==> src/rtl/mutual_exclusion_node_macros.svh <==
// ----------------------------------------------------------------------------
// mutual_exclusion_node assertion macros
// Short forms for the concurrent checks at the end of the top level.
// ----------------------------------------------------------------------------
`ifndef MUTUAL_EXCLUSION_NODE_MACROS_SVH
`define MUTUAL_EXCLUSION_NODE_MACROS_SVH

// same-cycle implication, off during reset
`define MXN_ASSERT_IMP(lbl, clk, rstn, ante, cons, msg) \
    lbl: assert property (@(posedge clk) disable iff (!(rstn)) (ante) |-> (cons)) \
        else $error(msg);

// next-cycle implication, off during reset
`define MXN_ASSERT_NXT(lbl, clk, rstn, ante, cons, msg) \
    lbl: assert property (@(posedge clk) disable iff (!(rstn)) (ante) |=> (cons)) \
        else $error(msg);

`endif

==> src/rtl/mxn_pkg.sv <==
// ----------------------------------------------------------------------------
// mxn_pkg
// Types, codes and helpers shared by the mutual exclusion node.
// ----------------------------------------------------------------------------
package mxn_pkg;

    localparam int MAX_NODES = 16;
    localparam int ID_W      = 5;
    localparam int SEC_W     = 32;
    localparam int NSEC_W    = 30;
    localparam int CNT_W     = $clog2(MAX_NODES + 1);
    localparam int IDX_W     = $clog2(MAX_NODES);
    localparam int QDEPTH    = 2;   // power of two
    localparam int QPTR_W    = $clog2(QDEPTH);
    localparam int QCNT_W    = $clog2(QDEPTH + 1);

    // register indexes of the write port
    localparam logic [0:0] REG_OWN_ID     = 1'b0;
    localparam logic [0:0] REG_NODE_COUNT = 1'b1;

    typedef enum logic [1:0] {
        OP_WANT    = 2'd0,
        OP_REQUEST = 2'd1,
        OP_REPLY   = 2'd2,
        OP_RELEASE = 2'd3
    } op_t;

    typedef enum logic [2:0] {
        ACT_NOTHING   = 3'd0,
        ACT_BROADCAST = 3'd1,
        ACT_REPLY     = 3'd2,
        ACT_ENTERED   = 3'd3,
        ACT_RELEASED  = 3'd4,
        ACT_ERROR     = 3'd5
    } action_t;

    typedef enum logic [1:0] {
        MODE_IDLE    = 2'd0,
        MODE_PENDING = 2'd1,
        MODE_EXEC    = 2'd2
    } mode_t;

    // configuration as seen by the front and back
    typedef struct packed {
        logic [ID_W-1:0]      own_id;
        logic [CNT_W-1:0]     nodes;
        logic [MAX_NODES-1:0] others;
    } ctx_t;

    // classified word held in the queue
    typedef struct packed {
        op_t                  kind;
        logic [ID_W-1:0]      peer_id;
        logic                 peer_ok;
        logic [MAX_NODES-1:0] peer_bit;
        logic [SEC_W-1:0]     sec;
        logic [NSEC_W-1:0]    nsec;
    } cmd_t;

    function automatic logic [CNT_W-1:0] nodes_in_use(input logic [ID_W-1:0] node_count);
        logic [CNT_W-1:0] n;
        if (int'(node_count) > MAX_NODES) begin
            n = CNT_W'(MAX_NODES);
        end else begin
            n = CNT_W'(node_count);
        end
        return n;
    endfunction

    function automatic logic [MAX_NODES-1:0] others_mask(input logic [CNT_W-1:0] nodes,
                                                        input logic [ID_W-1:0]  own_id);
        logic [MAX_NODES-1:0] m;
        for (int i = 0; i < MAX_NODES; i++) begin
            m[i] = (i < int'(nodes)) && ((i + 1) != int'(own_id));
        end
        return m;
    endfunction

endpackage

==> src/rtl/mxn_front.sv <==
// ----------------------------------------------------------------------------
// mxn_front
// Accepts input words, checks the peer id and queues classified commands.
// ----------------------------------------------------------------------------
module mxn_front import mxn_pkg::*; (
    input  logic               aclk,
    input  logic               aresetn,
    input  ctx_t               ctx,
    input  logic               in_valid,
    output logic               in_ready,
    input  logic [1:0]         in_op,
    input  logic [ID_W-1:0]    in_peer,
    input  logic [SEC_W-1:0]   in_sec,
    input  logic [NSEC_W-1:0]  in_nsec,
    output logic               q_valid,
    output cmd_t               q_cmd,
    input  logic               q_pop
);

    cmd_t              q_mem [QDEPTH];
    logic [QPTR_W-1:0] wr_ptr_reg;
    logic [QPTR_W-1:0] rd_ptr_reg;
    logic [QCNT_W-1:0] cnt_reg;
    cmd_t              cmd_in;
    logic              push;
    logic              pop;

    always_comb begin
        cmd_in.kind    = op_t'(in_op);
        cmd_in.peer_id = in_peer;
        cmd_in.peer_ok = (in_peer != '0) && (int'(in_peer) <= int'(ctx.nodes))
                         && (in_peer != ctx.own_id);
        for (int i = 0; i < MAX_NODES; i++) begin
            cmd_in.peer_bit[i] = (int'(in_peer) == i + 1);
        end
        cmd_in.sec  = in_sec;
        cmd_in.nsec = in_nsec;
    end

    assign in_ready = (cnt_reg != QCNT_W'(QDEPTH));
    assign q_valid  = (cnt_reg != '0);
    assign q_cmd    = q_mem[rd_ptr_reg];
    assign push     = in_valid && in_ready;
    assign pop      = q_pop && q_valid;

    always_ff @(posedge aclk) begin
        if (push) begin
            q_mem[wr_ptr_reg] <= cmd_in;
        end
    end

    always_ff @(posedge aclk) begin
        if (!aresetn) begin
            wr_ptr_reg <= '0;
            rd_ptr_reg <= '0;
            cnt_reg    <= '0;
        end else begin
            if (push) begin
                wr_ptr_reg <= wr_ptr_reg + 1'b1;
            end
            if (pop) begin
                rd_ptr_reg <= rd_ptr_reg + 1'b1;
            end
            case ({push, pop})
                2'b10:   cnt_reg <= cnt_reg + 1'b1;
                2'b01:   cnt_reg <= cnt_reg - 1'b1;
                default: cnt_reg <= cnt_reg;
            endcase
        end
    end

endmodule

==> src/rtl/mxn_back.sv <==
// ----------------------------------------------------------------------------
// mxn_back
// Executes queued commands against the node state and drives the result word.
// ----------------------------------------------------------------------------
module mxn_back import mxn_pkg::*; (
    input  logic               aclk,
    input  logic               aresetn,
    input  ctx_t               ctx,
    input  logic               q_valid,
    input  cmd_t               q_cmd,
    output logic               q_pop,
    output mode_t              mode,
    output logic               out_valid,
    input  logic               out_ready,
    output action_t            out_action,
    output logic [ID_W-1:0]    out_dest,
    output logic [SEC_W-1:0]   out_sec,
    output logic [NSEC_W-1:0]  out_nsec,
    output logic               out_last
);

    typedef enum logic [1:0] {
        S_RUN,
        S_ENTER,
        S_RELEASE
    } state_t;

    state_t               state_reg,    state_next;
    mode_t                mode_reg,     mode_next;
    logic [MAX_NODES-1:0] deferred_reg, deferred_next;
    logic [MAX_NODES-1:0] replied_reg,  replied_next;
    logic [MAX_NODES-1:0] pend_reg,     pend_next;
    logic [SEC_W-1:0]     own_sec_reg,  own_sec_next;
    logic [NSEC_W-1:0]    own_nsec_reg, own_nsec_next;
    logic                 valid_reg,    valid_next;
    action_t              action_reg,   action_next;
    logic [ID_W-1:0]      dest_reg,     dest_next;
    logic [SEC_W-1:0]     sec_reg,      sec_next;
    logic [NSEC_W-1:0]    nsec_reg,     nsec_next;
    logic                 last_reg,     last_next;

    logic                 slot_free;
    logic                 reply_now;
    logic [IDX_W-1:0]     low_idx;
    logic [MAX_NODES-1:0] replied_new;

    assign slot_free = !valid_reg || out_ready;

    // request arbitration: earlier stamp wins, lower id on a tie
    always_comb begin
        case (mode_reg)
            MODE_IDLE: reply_now = 1'b1;
            MODE_EXEC: reply_now = 1'b0;
            default: begin
                if (q_cmd.sec != own_sec_reg) begin
                    reply_now = q_cmd.sec < own_sec_reg;
                end else if (q_cmd.nsec != own_nsec_reg) begin
                    reply_now = q_cmd.nsec < own_nsec_reg;
                end else begin
                    reply_now = q_cmd.peer_id < ctx.own_id;
                end
            end
        endcase
    end

    // lowest deferred peer still owed a reply
    always_comb begin
        low_idx = '0;
        for (int i = MAX_NODES - 1; i >= 0; i--) begin
            if (pend_reg[i]) begin
                low_idx = IDX_W'(i);
            end
        end
    end

    assign replied_new = replied_reg | q_cmd.peer_bit;

    always_comb begin
        state_next    = state_reg;
        mode_next     = mode_reg;
        deferred_next = deferred_reg;
        replied_next  = replied_reg;
        pend_next     = pend_reg;
        own_sec_next  = own_sec_reg;
        own_nsec_next = own_nsec_reg;
        valid_next    = valid_reg && !out_ready;
        action_next   = action_reg;
        dest_next     = dest_reg;
        sec_next      = sec_reg;
        nsec_next     = nsec_reg;
        last_next     = last_reg;
        q_pop         = 1'b0;

        case (state_reg)
            S_RUN: begin
                if (q_valid && slot_free) begin
                    q_pop       = 1'b1;
                    valid_next  = 1'b1;
                    action_next = ACT_NOTHING;
                    dest_next   = '0;
                    sec_next    = '0;
                    nsec_next   = '0;
                    last_next   = 1'b1;
                    case (q_cmd.kind)
                        OP_WANT: begin
                            if (mode_reg != MODE_IDLE) begin
                                action_next = ACT_ERROR;
                            end else begin
                                mode_next     = MODE_PENDING;
                                replied_next  = '0;
                                own_sec_next  = q_cmd.sec;
                                own_nsec_next = q_cmd.nsec;
                                action_next   = ACT_BROADCAST;
                                sec_next      = q_cmd.sec;
                                nsec_next     = q_cmd.nsec;
                                if (ctx.others == '0) begin
                                    last_next  = 1'b0;
                                    state_next = S_ENTER;
                                end
                            end
                        end
                        OP_REQUEST: begin
                            if (!q_cmd.peer_ok) begin
                                action_next = ACT_ERROR;
                            end else if (reply_now) begin
                                action_next = ACT_REPLY;
                                dest_next   = q_cmd.peer_id;
                                if (mode_reg == MODE_IDLE) begin
                                    deferred_next = deferred_reg & ~q_cmd.peer_bit;
                                end
                            end else begin
                                deferred_next = deferred_reg | q_cmd.peer_bit;
                            end
                        end
                        OP_REPLY: begin
                            if (!q_cmd.peer_ok) begin
                                action_next = ACT_ERROR;
                            end else if (mode_reg == MODE_PENDING) begin
                                replied_next = replied_new;
                                if ((replied_new & ctx.others) == ctx.others) begin
                                    mode_next   = MODE_EXEC;
                                    action_next = ACT_ENTERED;
                                end
                            end
                        end
                        OP_RELEASE: begin
                            if (mode_reg != MODE_EXEC) begin
                                action_next = ACT_ERROR;
                            end else begin
                                // no word yet; the walk emits them
                                valid_next = valid_reg && !out_ready;
                                pend_next  = deferred_reg & ctx.others;
                                state_next = S_RELEASE;
                            end
                        end
                        default: begin
                            action_next = ACT_ERROR;
                        end
                    endcase
                end
            end
            S_ENTER: begin
                if (slot_free) begin
                    valid_next  = 1'b1;
                    action_next = ACT_ENTERED;
                    dest_next   = '0;
                    sec_next    = '0;
                    nsec_next   = '0;
                    last_next   = 1'b1;
                    mode_next   = MODE_EXEC;
                    state_next  = S_RUN;
                end
            end
            S_RELEASE: begin
                if (slot_free) begin
                    valid_next = 1'b1;
                    sec_next   = '0;
                    nsec_next  = '0;
                    if (pend_reg != '0) begin
                        action_next = ACT_REPLY;
                        dest_next   = ID_W'(int'(low_idx) + 1);
                        last_next   = 1'b0;
                        pend_next   = pend_reg & (pend_reg - 1'b1);
                    end else begin
                        action_next   = ACT_RELEASED;
                        dest_next     = '0;
                        last_next     = 1'b1;
                        deferred_next = '0;
                        mode_next     = MODE_IDLE;
                        state_next    = S_RUN;
                    end
                end
            end
            default: begin
                state_next = S_RUN;
            end
        endcase
    end

    always_ff @(posedge aclk) begin
        if (!aresetn) begin
            state_reg    <= S_RUN;
            mode_reg     <= MODE_IDLE;
            deferred_reg <= '0;
            replied_reg  <= '0;
            pend_reg     <= '0;
            own_sec_reg  <= '0;
            own_nsec_reg <= '0;
            valid_reg    <= 1'b0;
        end else begin
            state_reg    <= state_next;
            mode_reg     <= mode_next;
            deferred_reg <= deferred_next;
            replied_reg  <= replied_next;
            pend_reg     <= pend_next;
            own_sec_reg  <= own_sec_next;
            own_nsec_reg <= own_nsec_next;
            valid_reg    <= valid_next;
        end
        action_reg <= action_next;
        dest_reg   <= dest_next;
        sec_reg    <= sec_next;
        nsec_reg   <= nsec_next;
        last_reg   <= last_next;
    end

    assign mode       = mode_reg;
    assign out_valid  = valid_reg;
    assign out_action = action_reg;
    assign out_dest   = dest_reg;
    assign out_sec    = sec_reg;
    assign out_nsec   = nsec_reg;
    assign out_last   = last_reg;

endmodule

==> src/rtl/mutual_exclusion_node.sv <==
// ----------------------------------------------------------------------------
// mutual_exclusion_node
// One node of distributed mutual exclusion with timestamped requests.
// ----------------------------------------------------------------------------
//  channel   | dir | handshake          | payload
//  ----------+-----+--------------------+-----------------------------------
//  s_        | in  | s_tvalid/s_tready  | tuser: operation; tdata: peer, stamp
//  m_        | out | m_tvalid/m_tready  | tuser: action; tdata: dest, stamp;
//            |     |                    | tlast: final word of an input
//  cfg_      | in  | cfg_wr_en          | cfg_addr, cfg_wdata
//
//  Flow: an accepted word is registered in the queue, then executed into the
//  output register; a release pops with no word, then the reply walk in the
//  back end emits one word per deferred peer, one word per cycle while m_tready
//  holds, then "released"; a single-node want adds an "entered" word.
//  Reset: aresetn synchronous, active low; clears mode, bit sets, queue and
//  output valid; own_id returns to 1 and node_count to 16.
//  Stalls: a two-word queue decouples s_ from the back end; the output
//  register holds a word until m_tready, and the back end waits on it.
// ----------------------------------------------------------------------------
`include "mutual_exclusion_node_macros.svh"

module mutual_exclusion_node import mxn_pkg::*; (
    input  logic        aclk,
    input  logic        aresetn,
    // input words
    input  logic        s_tvalid,
    output logic        s_tready,
    input  logic [71:0] s_tdata,   // peer_id[4:0], stamp_sec[36:5], stamp_nsec[66:37], zero
    input  logic [1:0]  s_tuser,   // operation[1:0]
    // result words
    output logic        m_tvalid,
    input  logic        m_tready,
    output logic [71:0] m_tdata,   // dest_id[4:0], out_stamp_sec[36:5], out_stamp_nsec[66:37]
    output logic [2:0]  m_tuser,   // action[2:0]
    output logic        m_tlast,
    // configuration: 0 own_id, 1 node_count
    input  logic        cfg_wr_en,
    input  logic [0:0]  cfg_addr,
    input  logic [4:0]  cfg_wdata
);

    logic [ID_W-1:0]   own_id_reg;
    logic [ID_W-1:0]   node_count_reg;
    ctx_t              ctx;

    logic              q_valid;
    cmd_t              q_cmd;
    logic              q_pop;
    mode_t             back_mode;

    action_t           out_action;
    logic [ID_W-1:0]   out_dest;
    logic [SEC_W-1:0]  out_sec;
    logic [NSEC_W-1:0] out_nsec;

    // configuration registers; the user must write them only while the node is quiet; the block does not enforce this
    always_ff @(posedge aclk) begin
        if (!aresetn) begin
            own_id_reg     <= ID_W'(1);
            node_count_reg <= ID_W'(16);
        end else if (cfg_wr_en) begin
            case (cfg_addr)
                REG_OWN_ID:     own_id_reg     <= cfg_wdata;
                REG_NODE_COUNT: node_count_reg <= cfg_wdata;
                default:        own_id_reg     <= own_id_reg;
            endcase
        end
    end

    // node_count clamps to MAX_NODES; others excludes this node's own bit
    always_comb begin
        ctx.own_id = own_id_reg;
        ctx.nodes  = nodes_in_use(node_count_reg);
        ctx.others = others_mask(ctx.nodes, own_id_reg);
    end

    mxn_front u_front (
        .aclk     (aclk),
        .aresetn  (aresetn),
        .ctx      (ctx),
        .in_valid (s_tvalid),
        .in_ready (s_tready),
        .in_op    (s_tuser),
        .in_peer  (s_tdata[4:0]),
        .in_sec   (s_tdata[36:5]),
        .in_nsec  (s_tdata[66:37]),
        .q_valid  (q_valid),
        .q_cmd    (q_cmd),
        .q_pop    (q_pop)
    );

    mxn_back u_back (
        .aclk       (aclk),
        .aresetn    (aresetn),
        .ctx        (ctx),
        .q_valid    (q_valid),
        .q_cmd      (q_cmd),
        .q_pop      (q_pop),
        .mode       (back_mode),
        .out_valid  (m_tvalid),
        .out_ready  (m_tready),
        .out_action (out_action),
        .out_dest   (out_dest),
        .out_sec    (out_sec),
        .out_nsec   (out_nsec),
        .out_last   (m_tlast)
    );

    assign m_tuser = out_action;
    assign m_tdata = {5'd0, out_nsec, out_sec, out_dest};

    // checks
    `MXN_ASSERT_IMP(a_entered_mode, aclk, aresetn, m_tvalid && m_tready && (m_tuser == ACT_ENTERED), back_mode == MODE_EXEC, "entered word taken while not executing")
    `MXN_ASSERT_IMP(a_reply_dest, aclk, aresetn, m_tvalid && (m_tuser == ACT_REPLY), m_tdata[4:0] != 5'd0, "reply without a destination")
    `MXN_ASSERT_IMP(a_stamp_zero, aclk, aresetn, m_tvalid && (m_tuser != ACT_BROADCAST), m_tdata[66:5] == 62'd0, "stamp on a non-broadcast word")
    `MXN_ASSERT_IMP(a_final_last, aclk, aresetn, m_tvalid && ((m_tuser == ACT_ERROR) || (m_tuser == ACT_RELEASED)), m_tlast, "error or released word not marked last")
    `MXN_ASSERT_NXT(a_pop_result, aclk, aresetn, q_pop && (q_cmd.kind != OP_RELEASE), m_tvalid, "executed command left no result word")

endmodule
==> config.mk <==
export PLATFORM = sky130hd
export DESIGN_NAME = mutual_exclusion_node
export DESIGN_NICKNAME = d
export VERILOG_FILES = /design/src/rtl/mxn_pkg.sv /design/src/rtl/mxn_front.sv /design/src/rtl/mxn_back.sv /design/src/rtl/mutual_exclusion_node.sv
export VERILOG_INCLUDE_DIRS = /design/src /design/src/rtl
export SDC_FILE = /design/constraint.sdc
export NUM_CORES = 1
export LEC_CHECK = 0
export BUFFER_PORTS_ARGS = -buffer_cell sky130_fd_sc_hd__buf_2
export CORE_MARGIN = 2
export CORE_UTILIZATION = 45
export DETAILED_ROUTE_END_ITERATION = 8
export GPL_TIMING_DRIVEN = 0
export PLACE_DENSITY_LB_ADDON = 0.1
export SLEW_MARGIN = 20
export SYNTH_ARGS = -nofsm -noshare
export SYNTH_HDL_FRONTEND = slang
export SYNTH_SLANG_ARGS = --single-unit
==> constraint.sdc <==
create_clock -name aclk -period 5.07 [get_ports aclk]
set_input_delay 0.507 -clock aclk [delete_from_list [all_inputs] [get_ports aclk]]
set_output_delay 0.507 -clock aclk [all_outputs]
set_load 0.01 [all_outputs]
Yosys cells after proc, flatten, opt, wreduce, memory -nomap -nowiden --
Memories as Yosys holds them, arrays and structs flattened. A register that Yosys moved wholly into a read port is not among the register bits. Index checks and enable logic that the tools add are counted.
Cells by class: reduce and logical (&&, ||, !) cells 49, divide/modulo/power cells 0, shifts and indexed selects 0, $lt $le $gt $ge 21, equality and inequality tests 69, add/subtract/negate cells 6, multipliers 0, bitwise logic cells 9, multiplexer cells 106
Operators with widths (number):
- $mux W16 | 15
- $mux W32 | 4
- $mux W30 | 4
- $pmux W16 S2 | 3
- $and A16 B16 Y16 | 4
- $mux W4 | 16
- $pmux W32 S2 | 1
- $pmux W30 S2 | 1
- $eq A5 B5 Y1 const B | 9
- $ne A5 B5 Y1 const A | 9
- $lt A4 B5 Y1 const A | 8
- $mux W5 | 8
- $lt A32 B32 Y1 | 1
- $ne A32 B32 Y1 | 1
- $or A16 B16 Y16 | 2
- $lt A30 B30 Y1 | 1
- $mux W2 | 15
- $ne A30 B30 Y1 | 1
- $mux W3 | 9
- $logic_and A1 B1 Y1 | 22
- $eq A5 B4 Y1 const B | 4
- $lt A3 B5 Y1 const A | 4
- $ne A4 B5 Y1 const A | 4
- $mux W1 | 19
- 47 further kinds | 95
Word-level totals: bits in read-only memories 0, register bits 200, latch bits 0, bits of input ports 85, RAM bits 172, memories 1, logic and storage cells 279
Memories:
- u_front.q_mem | depth 2, width 86, read ports 1, clocked after memory_dff 1, write ports 1, RTL line mxn_front.sv:20 | cmd_t q_mem [QDEPTH];

Longest topological paths before layout --
Gate-level depths: netlist (run 1).
depth in word-level cells 20, gate-level depth with buffers 16, gate-level depth less buffers 10

Modules after synthesis --
Synthesis (run 1) repeated with hierarchy kept, for this count alone.
Unflattened totals: cell total of the unflattened synthesis 1496, area total of the unflattened synthesis 17164.0 um^2
Modules (own cells, without submodules):
- mxn_back | area an instance 9710.6 um^2, sequential area each 4434.3 um^2, times used 1, cells each 1062
- mxn_front | area an instance 6717.7 um^2, sequential area each 5265.0 um^2, times used 1, cells each 340
- mutual_exclusion_node | area an instance 735.7 um^2, sequential area each 200.2 um^2, times used 1, cells each 94

Least setup slack after synthesis (run 1) --
No wires, ideal clock.
path type flip-flop to flip-flop, start point reg u_front.cnt_reg[0], end point mem u_front.q_mem[0][0] (netlist name) (enable), setup time 0.532 ns, data arrival time 4.318 ns, required time 4.538 ns, clock period less this slack 4.850 ns, slack 0.220 ns, path buffers 0, stages on the path, launching flop included 4, cells stage by stage dfxtp_1 nand2b_1 nand2_1 nor2_1
Between the ends: longest elaborated chain between the ends 4
Ends and longest elaborated chain:
- start, declared | RTL line mxn_front.sv:23 | logic [QCNT_W-1:0] cnt_reg;
- start signal, assigned | RTL line mxn_front.sv:65 | 2'b10: cnt_reg <= cnt_reg + 1'b1;
- start signal, assigned | RTL line mxn_front.sv:66 | 2'b01: cnt_reg <= cnt_reg - 1'b1;
- start signal, assigned | RTL line mxn_front.sv:67 | default: cnt_reg <= cnt_reg;
- $ne A2 B2 Y1 | RTL line mxn_front.sv:40 | assign in_ready = (cnt_reg != QCNT_W'(QDEPTH));
- via s_tready | RTL line mutual_exclusion_node.sv:28 | output logic s_tready,
- $logic_and A1 B1 Y1 | RTL line mxn_front.sv:43 | assign push = in_valid && in_ready;
- $mux W1 | RTL line mxn_front.sv:47 | if (push) begin
- $mux W1 (not written as such) | RTL line mxn_front.sv:48 | q_mem[wr_ptr_reg] <= cmd_in;
- end, declared | RTL line mxn_front.sv:20
The timed path passes the listed nets, and every way through them passes these cells.

==> out/qor.yml, run 1 <==
layout:
  final_cell_mix: "243 x edfxtp_1, 160 x buf_2, 160 x inv_1"
  nNetsFinal: 1886
  fin_area_sq_um: 20100
  final_common_cell: "edfxtp_1"
  n_antenna_cell: 0
  area_growth_pct: 17.9
  largest_reg_flops: 172
  nFillCells: 3375
  fin_cells: 2260
  drive_gt1_share_pct: 16.0
setup_path:
  endpoint: "u_back.deferred_reg[11]"
  r2r_slack_ns: 0.39
  required_ns: 5.48
  r2r_end: "u_back.deferred_reg[11]"
  crit_path_start_kind: "flip-flop"
  end_kind: "flip-flop"
  worst_r2r_path_depth: 16
  arrival_ns: 5.09
  path_max_fanout: 10
  setup.worst_path.class: "reg -> reg"
global_route:
  grt_pass1_vias: 11551
  grt_antenna_before_repair: 0
  grt_pass1_wl_microns: 64400
  gr-usage-all-layers_pct: 21.2
  overflow: 0
  grt_max_degree: 45
die:
  io_pins: 163
  die_h_microns: 199
  fp.dieW_microns: 199
  initial_utilization_pct: 45.5
  coreArea_sq_um: 37500
  die_area_sq_um: 39500
  std_cell_rows: 71
yosys:
  synthCells: 1513
  ys_warn_count: 0
  synth_async_sr_flop_share_pct: 0
  netlist_area_sq_um: 17100
  syn_avg_cell_area_sq_um: 11.3
  ys_seq_area_share_pct: 58.0
  ys.flop_type: "edfxtp_1"
  synth_top_area_share_pct: 42.8
  synth_edf_count: 243
  synth_area_leaders: "edfxtp_1 43%, dfxtp_1 15%, ha_1 6.0%, mux2i_1 4.3%, o211a_1 3.7%"
  ys_types: 73
  synth_area_leader_cell: "edfxtp_1"
  synth-seq-cells: 373
detailed_routing:
  drtPass1Iterations: 5
  wirelength_microns: 41400
  vias: 11928
  drt_iter0_markers: 624
  via_per_inst: 5.28
  wire_per_inst_microns: 18.3
  drc: 0
  postRouteAntennaNets: 0
clocking:
  cts_max_level: 2
  clk_pin_slew_ns: 0.06
  cts_tree: "built"
  clk_latency_ns: 0.54
  numCtsBuffers: 40
  post_cts_buffers: 0
  clockBufferDepth: 3
  clkSinkCount: 373
  cts_root_buffer: "clkbuf_16"
sta:
  holdWs_ns: 0.158
  skew_ns: 0.0128
  rsz0062_at_grt: "false"
  fin_tns_setup_ns: 0
  max_freq_mhz: 214
  worst_slew_margin_rel_pct: 46.8
  period_minus_slack_ns: 4.68
  tightest_slew_ns: 0.796
  finalHoldViolations: 0
  finalSetupViolCount: 0
  fin_crit_sh_pct: 92.3
  maxSlewViolCount: 0
min_path:
  hold_path_class: "in -> reg"
status:
  run_status: "finished clean"
place:
  placedCellCount: 2188
  placement.cell_area_sq_um: 18700
  place_congestion: 0.910
  port_buffers: 151
  dp_hpwl_microns: 30000
power:
  leakagePower_uw: 0.00832
  vdd_drop_max_mv: 0.314
  total_power_uw: 10700
  power_density_nw_per_um2: 531
job:
  maxCapViolCount: 0
-- timing repair --
| item | CTS | global route |
|---|---|---|
| resized for setup | 3 | 6 |
| pin swaps | 0 | 0 |
| hold buffers | 0 | 0 |
| endpoints found under the setup margin | 16 | 14 |
-- logic make-up (layout without fill, tap and decap cells) --
logic type                 after synthesis  count (layout)  share of synthesized area [%]
other                                    1               5                         0.0220
DFF                                    373             373                           58.0
and+or+nand+nor                        429             429                           11.9
AOI/OAI and AO/OA                      289             289                           12.4
buffers and inverters                  237             469                           5.57
xor gates and xnor gates                10              10                          0.513
muxes                                   92              92                           5.54
adders and majority gates               82              82                           6.02
-- through the flow --
stage | util [%] | setup WS, ns
CTS | 53.6 | 0.0121
detailed placement | 50.0 | -0.344
floorplan | - | 0.220
global placement | 49.3 | -2.70
global route | 53.6 | 0.0492
finish | 53.6 | 0.390
-- report_power, final --
part	switching [uW]	internal [uW]
Clock	1170	1850
Combinational	2110	1260
Sequential	217	4070
Total	3490	7180
-- cell usage after synthesis, types with 7 or more instances --
master	instances
a21boi_0	20
a21o_1	10
a21oi_1	65
a22oi_1	9
a311oi_1	18
and2_1	10
buf_2	9
buf_4	7
clkbuf_1	54
dfxtp_1	130
edfxtp_1	243
ha_1	82
inv_1	160
mux2_2	19
mux2i_1	73
nand2_1	119
nand2b_1	18
nand3_1	32
nand4_1	20
nor2_1	152
nor2b_1	20
nor3_1	16
nor4_1	9
o211a_1	63
o21ai_0	31
o22ai_1	18
-- per-layer routing --
layer / wire, microns / GRT usage, % / up-vias
li1: - / - / 5831
met1: 18800 / 28.9 / 5777
met2: 19700 / 35.3 / 257
met3: 1800 / 3.24 / 63
met4: 1090 / 6.27 / 0
met5: 0 / 0 / -
-- layout make-up --
| cell class | count | area [sq um] | area share, % |
|---|---|---|---|
| clock inverter | 15 | 229 | 1.14 |
| sequential | 373 | 9900 | 49.2 |
| inverter | 160 | 601 | 2.99 |
| multi-input combinational | 907 | 6280 | 31.2 |
| timing repair buffer | 160 | 981 | 4.88 |
| clock buffer | 57 | 1130 | 5.60 |
| buffer | 77 | 358 | 1.78 |
| tap | 511 | 639 | 3.18 |
-- worst max-delay path, stage by stage, from the launching register on --
cell and delay [ns]:
dfxtp_1 0.30, buf_4 0.16, buf_6 0.18, buf_2 0.38, clkbuf_4 0.39, clkbuf_4 0.35
mux2i_1 0.40, inv_1 0.08, ha_1 0.34, a21oi_1 0.14, a21boi_0 0.10, o31a_1 0.28
o31a_1 0.29, o21ai_2 0.41, a21o_1 0.32, buf_2 0.29, o22ai_1 0.11
-- worst min-delay path by stage --
| stage | start | endpoint | slack (ns) | depth (start not counted) |
|---|---|---|---|---|
| 2_1_floorplan | u_back.replied_reg[0] | u_back.replied_reg[0] | 0.43 | 2 |
| 3_3_place_gp | u_back.replied_reg[0] | u_back.replied_reg[0] | 0.44 | 2 |
| 3_5_place_dp | u_back.replied_reg[2] | u_back.replied_reg[2] | 0.46 | 2 |
| 4_1_cts | s_tdata[24] | u_front.q_mem[0][49] | 0.13 | 1 |
| 5_1_grt | s_tdata[34] | u_front.q_mem[1][59] | 0.14 | 1 |
| 6_report | s_tdata[36] | u_front.q_mem[0][61] | 0.16 | 1 |
(Power assumes the default switching activity.)
==> inputs of run 2 (changes only) <==
ABC_AREA = 0   (was not set)
SYNTH_HIERARCHICAL = 1   (was not set)
==> out/qor.yml, run 2 <==
layout:
  fin_area_sq_um: 20100  # about the same
  area_growth_pct: 17.1
  finish.utilization_pct: 53.5  # -0.13 points
  drive_gt1_share_pct: 20.7  # +4.7 points
  largest_reg_flops: 172  # unchanged
  nFillCells: 3316  # -1.7%
  final_common_cell: "edfxtp_1"
  nNetsFinal: 1865  # -1.1%
  fin_cells: 2248  # -0.53%
  final_cell_mix: "243 x edfxtp_1, 178 x nand2_1, 166 x buf_2"
global_route:
  grt_pass1_wl_microns: 65900  # +2.2%
  grt_max_degree: 45  # unchanged
  overflow: 0  # unchanged
  grt_antenna_before_repair: 1  # +1
  gr-usage-all-layers_pct: 21.9  # +0.61 points
  grt_pass1_vias: 11678  # +1.1%
setup_path:
  arrival_ns: 5.17  # +0.08 ns
  crit_path_start_kind: "flip-flop"
  end_kind: "flip-flop"
  r2r_slack_ns: 0.31  # -0.08 ns
  crit_chain: "clkbuf_1 -> buf_2 -> buf_2 -> mux2_2 -> ha_1 -> nand4_1 -> nor4_1 -> nand4_1 -> nand3_1 -> o22ai_1 -> o21ai_2 -> clkbuf_1 -> o22ai_1"
  worst_r2r_path_depth: 13  # -3
  path_max_fanout: 10  # unchanged
  setup.worst_path.class: "reg -> reg"
  max_stage_delay_ns: 0.61  # +0.20 ns
  critPathSlowestCell: "nor4_1"
  r2r_end: "u_back/deferred_reg[11]"
  required_ns: 5.48  # about the same
clocking:
  clockBufferDepth: 3  # unchanged
  cts_tree: "built"
  clk_latency_ns: 0.55  # about the same
  cts_max_level: 2  # unchanged
  cts_root_buffer: "clkbuf_16"
  clk_pin_slew_ns: 0.06  # about the same
  post_cts_buffers: 0  # unchanged
  numCtsBuffers: 41  # +2.5%
  clkSinkCount: 373  # unchanged
sta:
  maxSlewViolCount: 0  # unchanged
  holdWs_ns: 0.142  # -0.0165 ns
  tightest_slew_ns: 1.10  # +0.302 ns
  rsz0062_at_grt: "false"
  worst_slew_margin_rel_pct: 26.8  # -20 points
  period_minus_slack_ns: 4.76  # +0.0824 ns
  finalSetupViolCount: 0  # unchanged
  finalHoldViolations: 0  # unchanged
  setup_slack_ns: 0.307  # -0.0824 ns
  skew_ns: 0.0182  # +0.00539 ns
  max_freq_mhz: 210  # -1.7%
  fin_crit_sh_pct: 93.9  # +1.6 points
detailed_routing:
  wirelength_microns: 43200  # +4.3%
  via_per_inst: 5.30  # +0.33%
  drtPass1Iterations: 5  # unchanged
  drt_iter0_markers: 805  # +29%
  drc: 0  # unchanged
  wire_per_inst_microns: 19.2  # +4.8%
  postRouteAntennaNets: 0  # unchanged
  vias: 11904  # -0.20%
yosys:
  synth-simple-area-share_pct: 14.5  # +2.6 points
  synth_edf_count: 243  # unchanged
  ys_warn_count: 6  # +6
  netlist_area_sq_um: 17200  # +0.63%
  synth_async_sr_flop_share_pct: 0  # unchanged
  synth_adder_area_share_pct: 5.61  # -0.40 points
  ys_seq_area_share_pct: 57.7  # -0.36 points
  synthCells: 1496  # -1.1%
  synthMuxAreaShare_pct: 6.24  # +0.70 points
  syn_avg_cell_area_sq_um: 11.5  # +1.8%
  synth_area_leaders: "edfxtp_1 43%, dfxtp_1 15%, mux2_2 5.8%, ha_1 5.6%, nand2_1 3.9%"
  synth_compound_area_share_pct: 11.3  # -1.2 points
  ys.flop_type: "edfxtp_1"
  synth_common_cells: "243 x edfxtp_1, 178 x nand2_1, 130 x dfxtp_1, 104 x inv_1, 88 x mux2_2"
  synth_top_area_share_pct: 42.5  # -0.27 points
  synthMostInstantiatedCell: "edfxtp_1"
  synth_top_family_by_area: "simple AND/OR/NAND/NOR gates"
  synth-seq-cells: 373  # unchanged
  post_synth_xor_area_fraction_pct: 0.612  # +0.099 points
  synth_area_leader_cell: "edfxtp_1"
  ys_types: 71  # -2.7%
place:
  dp_hpwl_microns: 31200  # +3.8%
  place_congestion: 0.864  # -5.1%
  pre_cts_slack_ns: 0.165  # +0.508 ns
  port_buffers: 152  # +0.66%
  placement.cell_area_sq_um: 18800  # +0.28%
  placedCellCount: 2171  # -0.78%
status:
  run_status: "finished clean"
die:
  io_pins: 163  # unchanged
  std_cell_rows: 71  # unchanged
  fp.dieW_microns: 199  # +0.31%
  initial_utilization_pct: 45.7  # +0.18 points
  die_h_microns: 199  # +0.31%
  coreArea_sq_um: 37600  # +0.24%
  die_area_sq_um: 39700  # +0.62%
min_path:
  min_to: "u_front/q_mem[1][55]"
  min-delay-start: "s_tdata[30]"
  hold_path_class: "in -> reg"
  min_path_cells: 1  # unchanged
power:
  vdd_drop_max_mv: 0.283  # -10%
  power_density_nw_per_um2: 543  # +2.3%
  leakagePower_uw: 0.00738  # -11%
job:
  maxCapViolCount: 0  # unchanged
==> run 2: cell count changes after synthesis, sizes merged, moves of 13 or more <==
| cell | delta |
|---|---|
| and2 | +54 |
| or2 | +18 |
| nand2 | +59 |
| o211a | -62 |
| a21boi | +58 |
| a21oi | -13 |
| mux2 | +69 |
| o311a | +15 |
| mux2i | -65 |
| inv | -56 |
| nor3b | +13 |
| a311oi | -17 |
| nor2 | -89 |
==> run 2: worst max-delay path by stage <==
stage / slack (ns) / to / start / cells past startpoint
2_1_floorplan: 0.26 / u_front/q_mem[0][0] / u_front/cnt_reg[0] / 3
3_3_place_gp: -2.67 / u_front/q_mem[0][41] / s_tvalid / 3
3_5_place_dp: 0.16 / u_back/deferred_reg[11] / flip-flop / 13
4_1_cts: 0.12 / u_back/deferred_reg[9] / flip-flop / 13
5_1_grt: 0.02 / u_back/deferred_reg[12] / flip-flop / 12
6_report: 0.31 / u_back/deferred_reg[11] / flip-flop / 13
==> run 2: stage by stage <==
| stage | power, uW | setup TNS, ns |
|---|---|---|
| finish | 10900 | 0 |
| global route | 11600 | 0 |
| CTS | 11000 | 0 |
| detailed placement | 8060 | 0 |
| global placement | 7960 | -303.37 |
| floorplan | 6660 | 0 |
==> run 2: worst max-delay path, delay by kind of cell (launching register included) <==
family | cells | cell delay (ns)
simple gates | 4 | 1.38
buf+inv | 4 | 1.29
compound gates | 3 | 0.94
mux | 1 | 0.41
fa+ha+maj | 1 | 0.31
flops | 1 | 0.30
==> run 2: repair_timing <==
action,CTS,global route
hold buffers,0,0
setup endpoints to repair,0,10
gates resized for setup,0,1
==> run 2: per-layer routing <==
layer,GRT usage (%),share of wire (%)
met1,30.4,46
met2,34.9,45
met3,3.80,6.3
met4,6.77,2.6
met5,0,0.039
==> run 2: layout make-up <==
class	count	area, sq um	share of cell area [%]
diodes	1	2.50	0.0124
plain buffers	71	313	1.56
clock buffers	64	1170	5.84
clock inverters	12	145	0.722
inverters	104	390	1.94
multi-input cells	952	6610	32.9
flip-flops and latches	373	9900	49.2
well taps	511	639	3.18
repair buffers	160	936	4.65
==> run 2: report_power, final <==
part / leakage, uW / internal [uW] / switching, uW
sequential: 0.00336 / 4070 / 211
combinational: 0.00338 / 1390 / 2310
clock: 0.000631 / 1750 / 1190
total: 0.00738 / 7210 / 3710
==> run 2: logic make-up (layout without fill, tap and decap cells) <==
| family | count (synthesis) | after routing |
|---|---|---|
| buf+inv | 175 | 411 |
| other cells | 1 | 6 |
| flops | 373 | 373 |
| compound gates | 275 | 275 |
| mux | 96 | 96 |
| simple gates | 487 | 487 |
| fa+ha+maj | 77 | 77 |
| xor+xnor | 12 | 12 |
